$ cat config.mk
export PLATFORM = sky130hd
export DESIGN_NAME = biquad_q14_filter_core
export DESIGN_NICKNAME = d
export VERILOG_FILES = /design/src/bqf_pkg.sv /design/src/biquad_q14_filter_core.sv
export SDC_FILE = /design/constraint.sdc
export NUM_CORES = 2
export LEC_CHECK = 0
export ABC_AREA = 0
export BUFFER_PORTS_ARGS = -buffer_cell sky130_fd_sc_hd__buf_4
export CORE_MARGIN = 5
export CORE_UTILIZATION = 25
export CTS_CLUSTER_DIAMETER = 50
export CTS_CLUSTER_SIZE = 14
export DETAILED_ROUTE_END_ITERATION = 10
export MAX_ROUTING_LAYER = met4
export PLACE_DENSITY = 0.42
export SYNTH_ARGS = -nofsm -noshare
export SYNTH_HDL_FRONTEND = slang
export SYNTH_SLANG_ARGS = --single-unit
export TNS_END_PERCENT = 30
$ cat constraint.sdc
create_clock -name clock -period 10.83 [get_ports clock]
set_input_delay 2.166 -clock clock [delete_from_list [all_inputs] [get_ports clock]]
set_output_delay 2.166 -clock clock [all_outputs]
set_load 0.1 [all_outputs]
$ cat src/bqf_pkg.sv
// ----------------------------------------------------------------------------
// bqf_pkg
// Shared widths and register indexes for the Q14 direct form I biquad.
// ----------------------------------------------------------------------------
package bqf_pkg;

   localparam int SAMPLE_W  = 16;
   localparam int COEF_W    = 16;
   localparam int PROD_W    = SAMPLE_W + COEF_W;
   // five rounded products need three guard bits
   localparam int SUM_W     = PROD_W + 3;
   localparam int CSR_IDX_W = 3;

   typedef enum logic [CSR_IDX_W-1:0] {
      CSR_COEF_B0 = 3'd0,
      CSR_COEF_B1 = 3'd1,
      CSR_COEF_B2 = 3'd2,
      CSR_COEF_A1 = 3'd3,
      CSR_COEF_A2 = 3'd4
   } csr_index_type;

endpackage

$ cat src/biquad_q14_filter_core.sv
// ----------------------------------------------------------------------------
// biquad_q14_filter_core
// Direct form I biquad on 16-bit signed samples with five programmable
// fixed-point coefficients, per-product rounding and a wrapped 16-bit output.
// ----------------------------------------------------------------------------
//
//   channel   direction   handshake           payload
//   req_      in          req_valid/stall     req_sample_in, req_block_end
//   rsp_      out         rsp_valid/stall     rsp_sample_out, rsp_wrapped,
//                                             rsp_block_end_out
//   csr_      in          csr_valid/ready     csr_index, csr_wdata
//
// One sample per cycle sustained while rsp_stall is low; a request reaches
// rsp_valid through the input register, then the result register.
// The feedback path, five parallel 16x16 multiplies and a five-term sum from
// the input register to the result register, sets the clock limit.
// Reset clears coefficients, sample history and both valid flags.
// A stalled response keeps its value; one more request is held in the input
// register, after which req_stall rises until the response transfers.
// ----------------------------------------------------------------------------
module biquad_q14_filter_core #(
   parameter int COEF_FRAC_BITS = 14
) (
   input  logic                                   clock,
   input  logic                                   reset,
   // request channel
   input  logic                                   req_valid,
   output logic                                   req_stall,
   input  logic signed [bqf_pkg::SAMPLE_W-1:0]    req_sample_in,
   input  logic                                   req_block_end,
   // response channel
   output logic                                   rsp_valid,
   input  logic                                   rsp_stall,
   output logic signed [bqf_pkg::SAMPLE_W-1:0]    rsp_sample_out,
   output logic                                   rsp_wrapped,
   output logic                                   rsp_block_end_out,
   // register writes
   input  logic                                   csr_valid,
   output logic                                   csr_ready,
   input  logic [bqf_pkg::CSR_IDX_W-1:0]          csr_index,
   input  logic [bqf_pkg::COEF_W-1:0]             csr_wdata
);

   localparam int SW = bqf_pkg::SAMPLE_W;
   localparam int CW = bqf_pkg::COEF_W;
   localparam int PW = bqf_pkg::PROD_W;
   localparam int TW = bqf_pkg::SUM_W;
   localparam logic signed [PW-1:0] ROUND_HALF = PW'(64'sd1 <<< (COEF_FRAC_BITS - 1));

   // coefficients
   logic signed [CW-1:0] coef_b0_ff, coef_b1_ff, coef_b2_ff, coef_a1_ff, coef_a2_ff;

   // input register
   logic                 stg_valid_ff, stg_valid_in;
   logic signed [SW-1:0] stg_sample_ff, stg_sample_in;
   logic                 stg_last_ff, stg_last_in;

   // history
   logic signed [SW-1:0] x1_ff, x1_in, x2_ff, x2_in;
   logic signed [SW-1:0] y1_ff, y1_in, y2_ff, y2_in;

   // result register
   logic                 out_valid_ff, out_valid_in;
   logic signed [SW-1:0] out_sample_ff, out_sample_in;
   logic                 out_wrap_ff, out_wrap_in;
   logic                 out_last_ff, out_last_in;

   logic                 req_xfer, advance;
   logic signed [PW-1:0] prod_b0, prod_b1, prod_b2, prod_a1, prod_a2;
   logic signed [PW-1:0] rnd_b0, rnd_b1, rnd_b2, rnd_a1, rnd_a2;
   logic signed [TW-1:0] acc;
   logic signed [SW-1:0] acc_wrap;

   assign csr_ready = 1'b1;

   // result register is free when empty or being drained this cycle
   assign advance   = stg_valid_ff && (!out_valid_ff || !rsp_stall);
   assign req_stall = stg_valid_ff && !advance;
   assign req_xfer  = req_valid && !req_stall;

   always_comb begin
      prod_b0 = coef_b0_ff * stg_sample_ff;
      prod_b1 = coef_b1_ff * x1_ff;
      prod_b2 = coef_b2_ff * x2_ff;
      prod_a1 = coef_a1_ff * y1_ff;
      prod_a2 = coef_a2_ff * y2_ff;

      rnd_b0 = (prod_b0 + ROUND_HALF) >>> COEF_FRAC_BITS;
      rnd_b1 = (prod_b1 + ROUND_HALF) >>> COEF_FRAC_BITS;
      rnd_b2 = (prod_b2 + ROUND_HALF) >>> COEF_FRAC_BITS;
      rnd_a1 = (prod_a1 + ROUND_HALF) >>> COEF_FRAC_BITS;
      rnd_a2 = (prod_a2 + ROUND_HALF) >>> COEF_FRAC_BITS;

      acc = TW'(rnd_b0) + TW'(rnd_b1) + TW'(rnd_b2) - TW'(rnd_a1) - TW'(rnd_a2);
      acc_wrap = acc[SW-1:0];
   end

   always_comb begin
      stg_valid_in  = stg_valid_ff;
      stg_sample_in = stg_sample_ff;
      stg_last_in   = stg_last_ff;
      x1_in = x1_ff;
      x2_in = x2_ff;
      y1_in = y1_ff;
      y2_in = y2_ff;
      out_valid_in  = out_valid_ff;
      out_sample_in = out_sample_ff;
      out_wrap_in   = out_wrap_ff;
      out_last_in   = out_last_ff;

      if (out_valid_ff && !rsp_stall) begin
         out_valid_in = 1'b0;
      end
      if (advance) begin
         stg_valid_in  = 1'b0;
         out_valid_in  = 1'b1;
         out_sample_in = acc_wrap;
         out_wrap_in   = (TW'(acc_wrap) != acc);
         out_last_in   = stg_last_ff;
         x1_in = stg_sample_ff;
         x2_in = x1_ff;
         y1_in = acc_wrap;
         y2_in = y1_ff;
      end
      if (req_xfer) begin
         stg_valid_in  = 1'b1;
         stg_sample_in = req_sample_in;
         stg_last_in   = req_block_end;
      end
   end

   always_ff @(posedge clock) begin
      if (reset) begin
         stg_valid_ff <= 1'b0;
         out_valid_ff <= 1'b0;
         x1_ff <= '0;
         x2_ff <= '0;
         y1_ff <= '0;
         y2_ff <= '0;
      end else begin
         stg_valid_ff <= stg_valid_in;
         out_valid_ff <= out_valid_in;
         x1_ff <= x1_in;
         x2_ff <= x2_in;
         y1_ff <= y1_in;
         y2_ff <= y2_in;
      end
   end

   always_ff @(posedge clock) begin
      stg_sample_ff <= stg_sample_in;
      stg_last_ff   <= stg_last_in;
      out_sample_ff <= out_sample_in;
      out_wrap_ff   <= out_wrap_in;
      out_last_ff   <= out_last_in;
   end

   // register file, unknown indexes are dropped
   always_ff @(posedge clock) begin
      if (reset) begin
         coef_b0_ff <= '0;
         coef_b1_ff <= '0;
         coef_b2_ff <= '0;
         coef_a1_ff <= '0;
         coef_a2_ff <= '0;
      end else if (csr_valid && csr_ready) begin
         case (csr_index)
            bqf_pkg::CSR_COEF_B0: coef_b0_ff <= csr_wdata;
            bqf_pkg::CSR_COEF_B1: coef_b1_ff <= csr_wdata;
            bqf_pkg::CSR_COEF_B2: coef_b2_ff <= csr_wdata;
            bqf_pkg::CSR_COEF_A1: coef_a1_ff <= csr_wdata;
            bqf_pkg::CSR_COEF_A2: coef_a2_ff <= csr_wdata;
            default: ;
         endcase
      end
   end

   assign rsp_valid         = out_valid_ff;
   assign rsp_sample_out    = out_sample_ff;
   assign rsp_wrapped       = out_wrap_ff;
   assign rsp_block_end_out = out_last_ff;

endmodule

Yosys cells after proc, flatten, opt, wreduce, memory -nomap -nowiden
Cells that the tools add are included.
- $add $sub $neg: 9
- multipliers: 5
- equality and inequality tests: 5
- multiplexer cells: 4
- reduce and logical (&&, ||, !) cells: 17
- operators with widths (operator ; count):
    32-bit by 15-bit adder with 32-bit output (second input constant) ; 5
    16-bit by 16-bit multiplier with 32-bit output ; 5
    21-bit by 18-bit subtractor with 22-bit output ; 1
    20-bit by 18-bit subtractor with 21-bit output ; 1
    19-bit by 18-bit adder with 20-bit output ; 1
    18-bit by 18-bit adder with 19-bit output ; 1
    2-bit AND reduction ; 5
    3-bit by 2-bit equality test with 1-bit output (second input constant) ; 2
    1-bit by 6-bit inequality test with 1-bit output ; 1
    1-bit logical AND ; 4
    1-bit zero test ; 4
    1-bit two-way mux ; 4
    2-bit nonzero test ; 2
    3-bit by 1-bit equality test with 1-bit output (second input constant) ; 1
    3-bit equality test (second input constant) ; 1
    3-bit zero test ; 1
    1-bit logical OR ; 1
- bits in registers: 181
- input bits: 41
- word-level logic and storage cells: 56

Longest topological paths before layout
- depth after elaboration: 8
- mapped depth: 39
- mapped depth without buffers: 38

Worst setup path before layout
Ideal clock, no wire load.
- kind: register to register
- start point: register stg_sample_ff[1]
- end point: register out_wrap_ff, in the netlist rsp_wrapped (data pin)
- library setup time: 264 ps
- data arrival time: 9329 ps
- setup slack: 1237 ps
- cell stages (with the launch flop): 39
- clock period less this slack: 9593 ps
- path through: edfxtp_1 > clkbuf_1 > nand2_1 > inv_1 > fa_1 > inv_1 > fa_1 > inv_1 > fa_1 > inv_1 > fa_1 > fa_1 > fa_1 > inv_1 > ha_1 > a21o_1 > a21o_1 > a21oi_1 > [3 not listed] > o21a_1 > nor2_1 > xnor2_1 > fa_1 > fa_1 > inv_1 > fa_1 > inv_1 > ha_1 > and2_1 > a22oi_1 > nand2b_1 > a22o_1 > a211oi_4 > xnor2_1 > mux2_2 > nor3_1 > o22ai_1
- word-level cells in the longest chain between the ends: 7
- ends and longest elaborated chain (what ; RTL line ; source):
    start, declared ; biquad_q14_filter_core.sv:55 ; logic signed [SW-1:0] stg_sample_ff, stg_sample_in;
    start signal, assigned ; biquad_q14_filter_core.sv:151 ; stg_sample_ff <= stg_sample_in;
    16-bit by 16-bit multiplier with 32-bit output ; biquad_q14_filter_core.sv:82 ; prod_b0 = coef_b0_ff * stg_sample_ff;
    32-bit by 15-bit adder with 32-bit output ; biquad_q14_filter_core.sv:88 ; rnd_b0 = (prod_b0 + ROUND_HALF) >>> COEF_FRAC_BITS;
    18-bit by 18-bit adder with 19-bit output ; biquad_q14_filter_core.sv:94 ; acc = TW'(rnd_b0) + TW'(rnd_b1) + TW'(rnd_b2) - TW'(rnd_a1) - TW'(rnd_a2);
    19-bit by 18-bit adder with 20-bit output ; biquad_q14_filter_core.sv:94 ;
    20-bit by 18-bit subtractor with 21-bit output ; biquad_q14_filter_core.sv:94 ;
    21-bit by 18-bit subtractor with 22-bit output ; biquad_q14_filter_core.sv:94 ;
    net acc[15] ; biquad_q14_filter_core.sv:71 ; logic signed [TW-1:0] acc;
    1-bit by 6-bit inequality test with 1-bit output ; biquad_q14_filter_core.sv:118 ; out_wrap_in = (TW'(acc_wrap) != acc);
    end signal, assigned ; biquad_q14_filter_core.sv:154 ; out_wrap_ff <= out_wrap_in;
    end, declared ; biquad_q14_filter_core.sv:65 ; logic out_wrap_ff, out_wrap_in;
The timed path passes the listed nets, and every way through them passes these cells.
A chain may end at the register's enable or synchronous reset.

Worst setup path in the final report
- start point: register y1_ff[3]
- end point: register out_wrap_ff, in the netlist rsp_wrapped (data pin)
- word-level cells in the longest chain between the ends: 5
- ends and longest elaborated chain (what ; RTL line ; source):
    start, declared ; biquad_q14_filter_core.sv:60 ; logic signed [SW-1:0] y1_ff, y1_in, y2_ff, y2_in;
    start signal, assigned ; biquad_q14_filter_core.sv:145 ; y1_ff <= y1_in;
    16-bit by 16-bit multiplier with 32-bit output ; biquad_q14_filter_core.sv:85 ; prod_a1 = coef_a1_ff * y1_ff;
    32-bit by 15-bit adder with 32-bit output ; biquad_q14_filter_core.sv:91 ; rnd_a1 = (prod_a1 + ROUND_HALF) >>> COEF_FRAC_BITS;
    20-bit by 18-bit subtractor with 21-bit output ; biquad_q14_filter_core.sv:94 ;
    21-bit by 18-bit subtractor with 22-bit output ; biquad_q14_filter_core.sv:94 ;
    1-bit by 6-bit inequality test with 1-bit output ; biquad_q14_filter_core.sv:118 ;
No other way between the ends.

==> flow_summary.toml <==
[routing]
wl_mm = 165
via_per_inst = 4.27
drt-pass1-iter-count = 6
drc = 0
route.vias.total = 37900
drt_iter0_drc = 1751
avgRoutedWirePerCell_um = 18.6
final_antenna_net_count = 0

[final_layout]
drive_gt1_frac = 0.0521
register_area_um2 = 3990
layout_common_cells = "inv_1, fa_1, nand2_1"
multi_input_area_um2 = 44500
layout_commonest_cell = "inv_1"
fin_nets = 7804
num-fill-cells = 23400
synthToLayoutAreaGrowth_pct = 9.46

[timing]
relSlewSlack = 0.175
period_needed_ps = 10340
setup_viol = 0
rsz0062_at_grt = "no"
min_period_over_period = 0.955
max_freq_mhz = 96.7
hold_ws_ps = 450
fin_skew_ps = 22.8
hold_viol_final = 0
worst_slew_pin_slew_ps = 1230
slew_viol_final = 0

[die]
initial_utilization = 0.252
fp.dieH_um = 478
io_pins = 62
fp.dieW_um = 478
rows = 171
die_area_um2 = 229000
core_area_um2 = 218000

[power]
design_power_total_uw = 6440
leakagePower_uw = 0.0278
irDropWorstVdd_uv = 235
p_per_area_nw_per_um2 = 107

[logic_synthesis]
ys_ff_latch = 181
seq_area_frac_synth = 0.0725
netlist_instances = 5958
synthArstFlopShare = 0
avgSynthCellArea_um2 = 9.20
ys.flop_type = "dfxtp_1"
synthDistinctLibCells = 70
synth_edf_count = 35
synthesis.nets = 7772
syn_area_um2 = 54800
yosysWarnings = 0

[grt]
grt_util_all_layers = 0.154
grt_pass1_vias = 42600
antenna_found_initial = 5
grt_pass1_wl_mm = 263
grt.overflow.total = 0
grt_max_degree = 74

[clock_network]
cts_tree = "done"
hold_buffers = 0
cts.reportedPaths.clkPinSlew_ps = 80
htreeDepth = 4
clockRootBuffer = "clkbuf_16"
clk_latency_ps = 530
cts_made_buffers = 17
clockBufferDepth = 2
clock_sinks = 181

[critical_path]
critPathMaxStageDelay_ps = 670
cp-end-kind = "register"
cp.required_ps = 11100
slowest_stage = "dfxtp_1"
startpoint_type = "register"
critPathMostFrequentCell = "fa_1"
path_max_fanout = 11
crit_type = "reg2reg"
crit_arrival_ps = 10610

[min_path]
hold_path_class = "reg2reg"

[placed_design]
placement.io_buffers = 60
gp_congestion = 0.825
dp_hpwl_mm = 139

[flow_run]
maxCapViolCount = 0

[status]
status = "finished, final reports clean"
[kinds of logic (layout without fill, tap and decap cells)]
family                     count (synthesis)  after routing  share of synthesized area
adders and majority gates               1773           1773                      0.592
and+or+nand+nor                         1770           1770                      0.152
buffers and inverters                   1706           1751                      0.117
AOI/OAI and AO/OA                        378            378                     0.0422
DFF                                      181            181                     0.0725
xor gates and xnor gates                 148            148                     0.0237
other                                      1              8                  0.0000684
muxes                                      1              1                   0.000205
[worst max-delay path, delay by kind of cell, from the launching register on]
family / cells / cell delay (ps)
flops: 1 / 670
buf+inv: 3 / 350
compound gates: 13 / 2960
fa+ha+maj: 11 / 4890
xor+xnor: 2 / 660
simple gates: 3 / 550
[through the flow]
| stage | instances | TNS [ps] | area, um2 | util | setup WS (ps) |
|---|---|---|---|---|---|
| after floorplan | 5958 | 0 | 54800 | - | 1240 |
| after global placement | 8815 | 0 | 59200 | 0.272 | 93.7 |
| after detailed placement | 8815 | -2.02 | 59200 | 0.272 | -2.02 |
| after CTS | 8849 | 0 | 59900 | 0.275 | 10.6 |
| after global routing | 8863 | 0 | 60000 | 0.276 | 11.9 |
| final | 8864 | 0 | 60000 | 0.276 | 492 |
[synth_stat cells (10+ instances only)]
| master | instances | area (um2) |
|---|---|---|
| inv_1 | 1480 | 5560 |
| fa_1 | 1367 | 27400 |
| nand2_1 | 969 | 3640 |
| and2_1 | 548 | 3430 |
| ha_1 | 406 | 5080 |
| clkbuf_1 | 222 | 833 |
| a21oi_1 | 206 | 1030 |
| dfxtp_1 | 146 | 2920 |
| xnor2_1 | 117 | 1020 |
| nor2_1 | 105 | 394 |
| nand2b_1 | 53 | 332 |
| o21ai_0 | 42 | 210 |
| edfxtp_1 | 35 | 1050 |
| xor2_1 | 31 | 272 |
| a21o_1 | 27 | 203 |
| nor3_1 | 20 | 100 |
| nand3_1 | 17 | 85.1 |
| o21bai_1 | 14 | 105 |
| a211oi_1 | 13 | 97.6 |
| nand4_1 | 12 | 75.1 |
| and3_1 | 10 | 62.6 |
| o21a_1 | 10 | 75.1 |
[timing repair]
| item | 4_1_cts | 5_1_grt |
|---|---|---|
| setup endpoints to repair | 1 | 2 |
| resized for setup | 0 | 16 |
| buffers inserted | 2 | 8 |
[metal layers]
metal  track usage  wire [um]  vias to the layer above
met5             -          0                        -
met2         0.269      84800                      416
met3       0.00815       3060                       77
li1              -          -                    17300
met4        0.0313       3050                        0
met1         0.199      74000                    20100
[area by class of cell]
| cell class | instances | share of cell area |
|---|---|---|
| Multi-Input combinational cell | 4071 | 0.741 |
| Inverter | 1480 | 0.0926 |
| Sequential cell | 181 | 0.0665 |
| Tap cell | 2854 | 0.0595 |
| Timing Repair Buffer | 239 | 0.0303 |
| Clock buffer | 19 | 0.00774 |
| Clock inverter | 13 | 0.00211 |
| Antenna cell | 7 | 0.000292 |
[final timing paths]
| kind | start | endpoint | slack (ps) | depth (start not counted) |
|---|---|---|---|---|
| worst max-delay path | y1_ff[3] | rsp_wrapped | 490 | 32 |
| worst min-delay path | stg_last_ff | rsp_block_end_out | 450 | 0 |
| worst max register to register | y1_ff[3] | rsp_wrapped | 490 | 32 |
| worst min register to register | stg_last_ff | rsp_block_end_out | 450 | 0 |
[power by group]
group	leakage [uW]	internal, uW	switching [uW]
Combinational	0.0260	1740	3000
Clock	0.000285	324	368
Sequential	0.00152	865	133
Total	0.0278	2930	3500
Note: power is estimated with default switching activity, not from simulation.
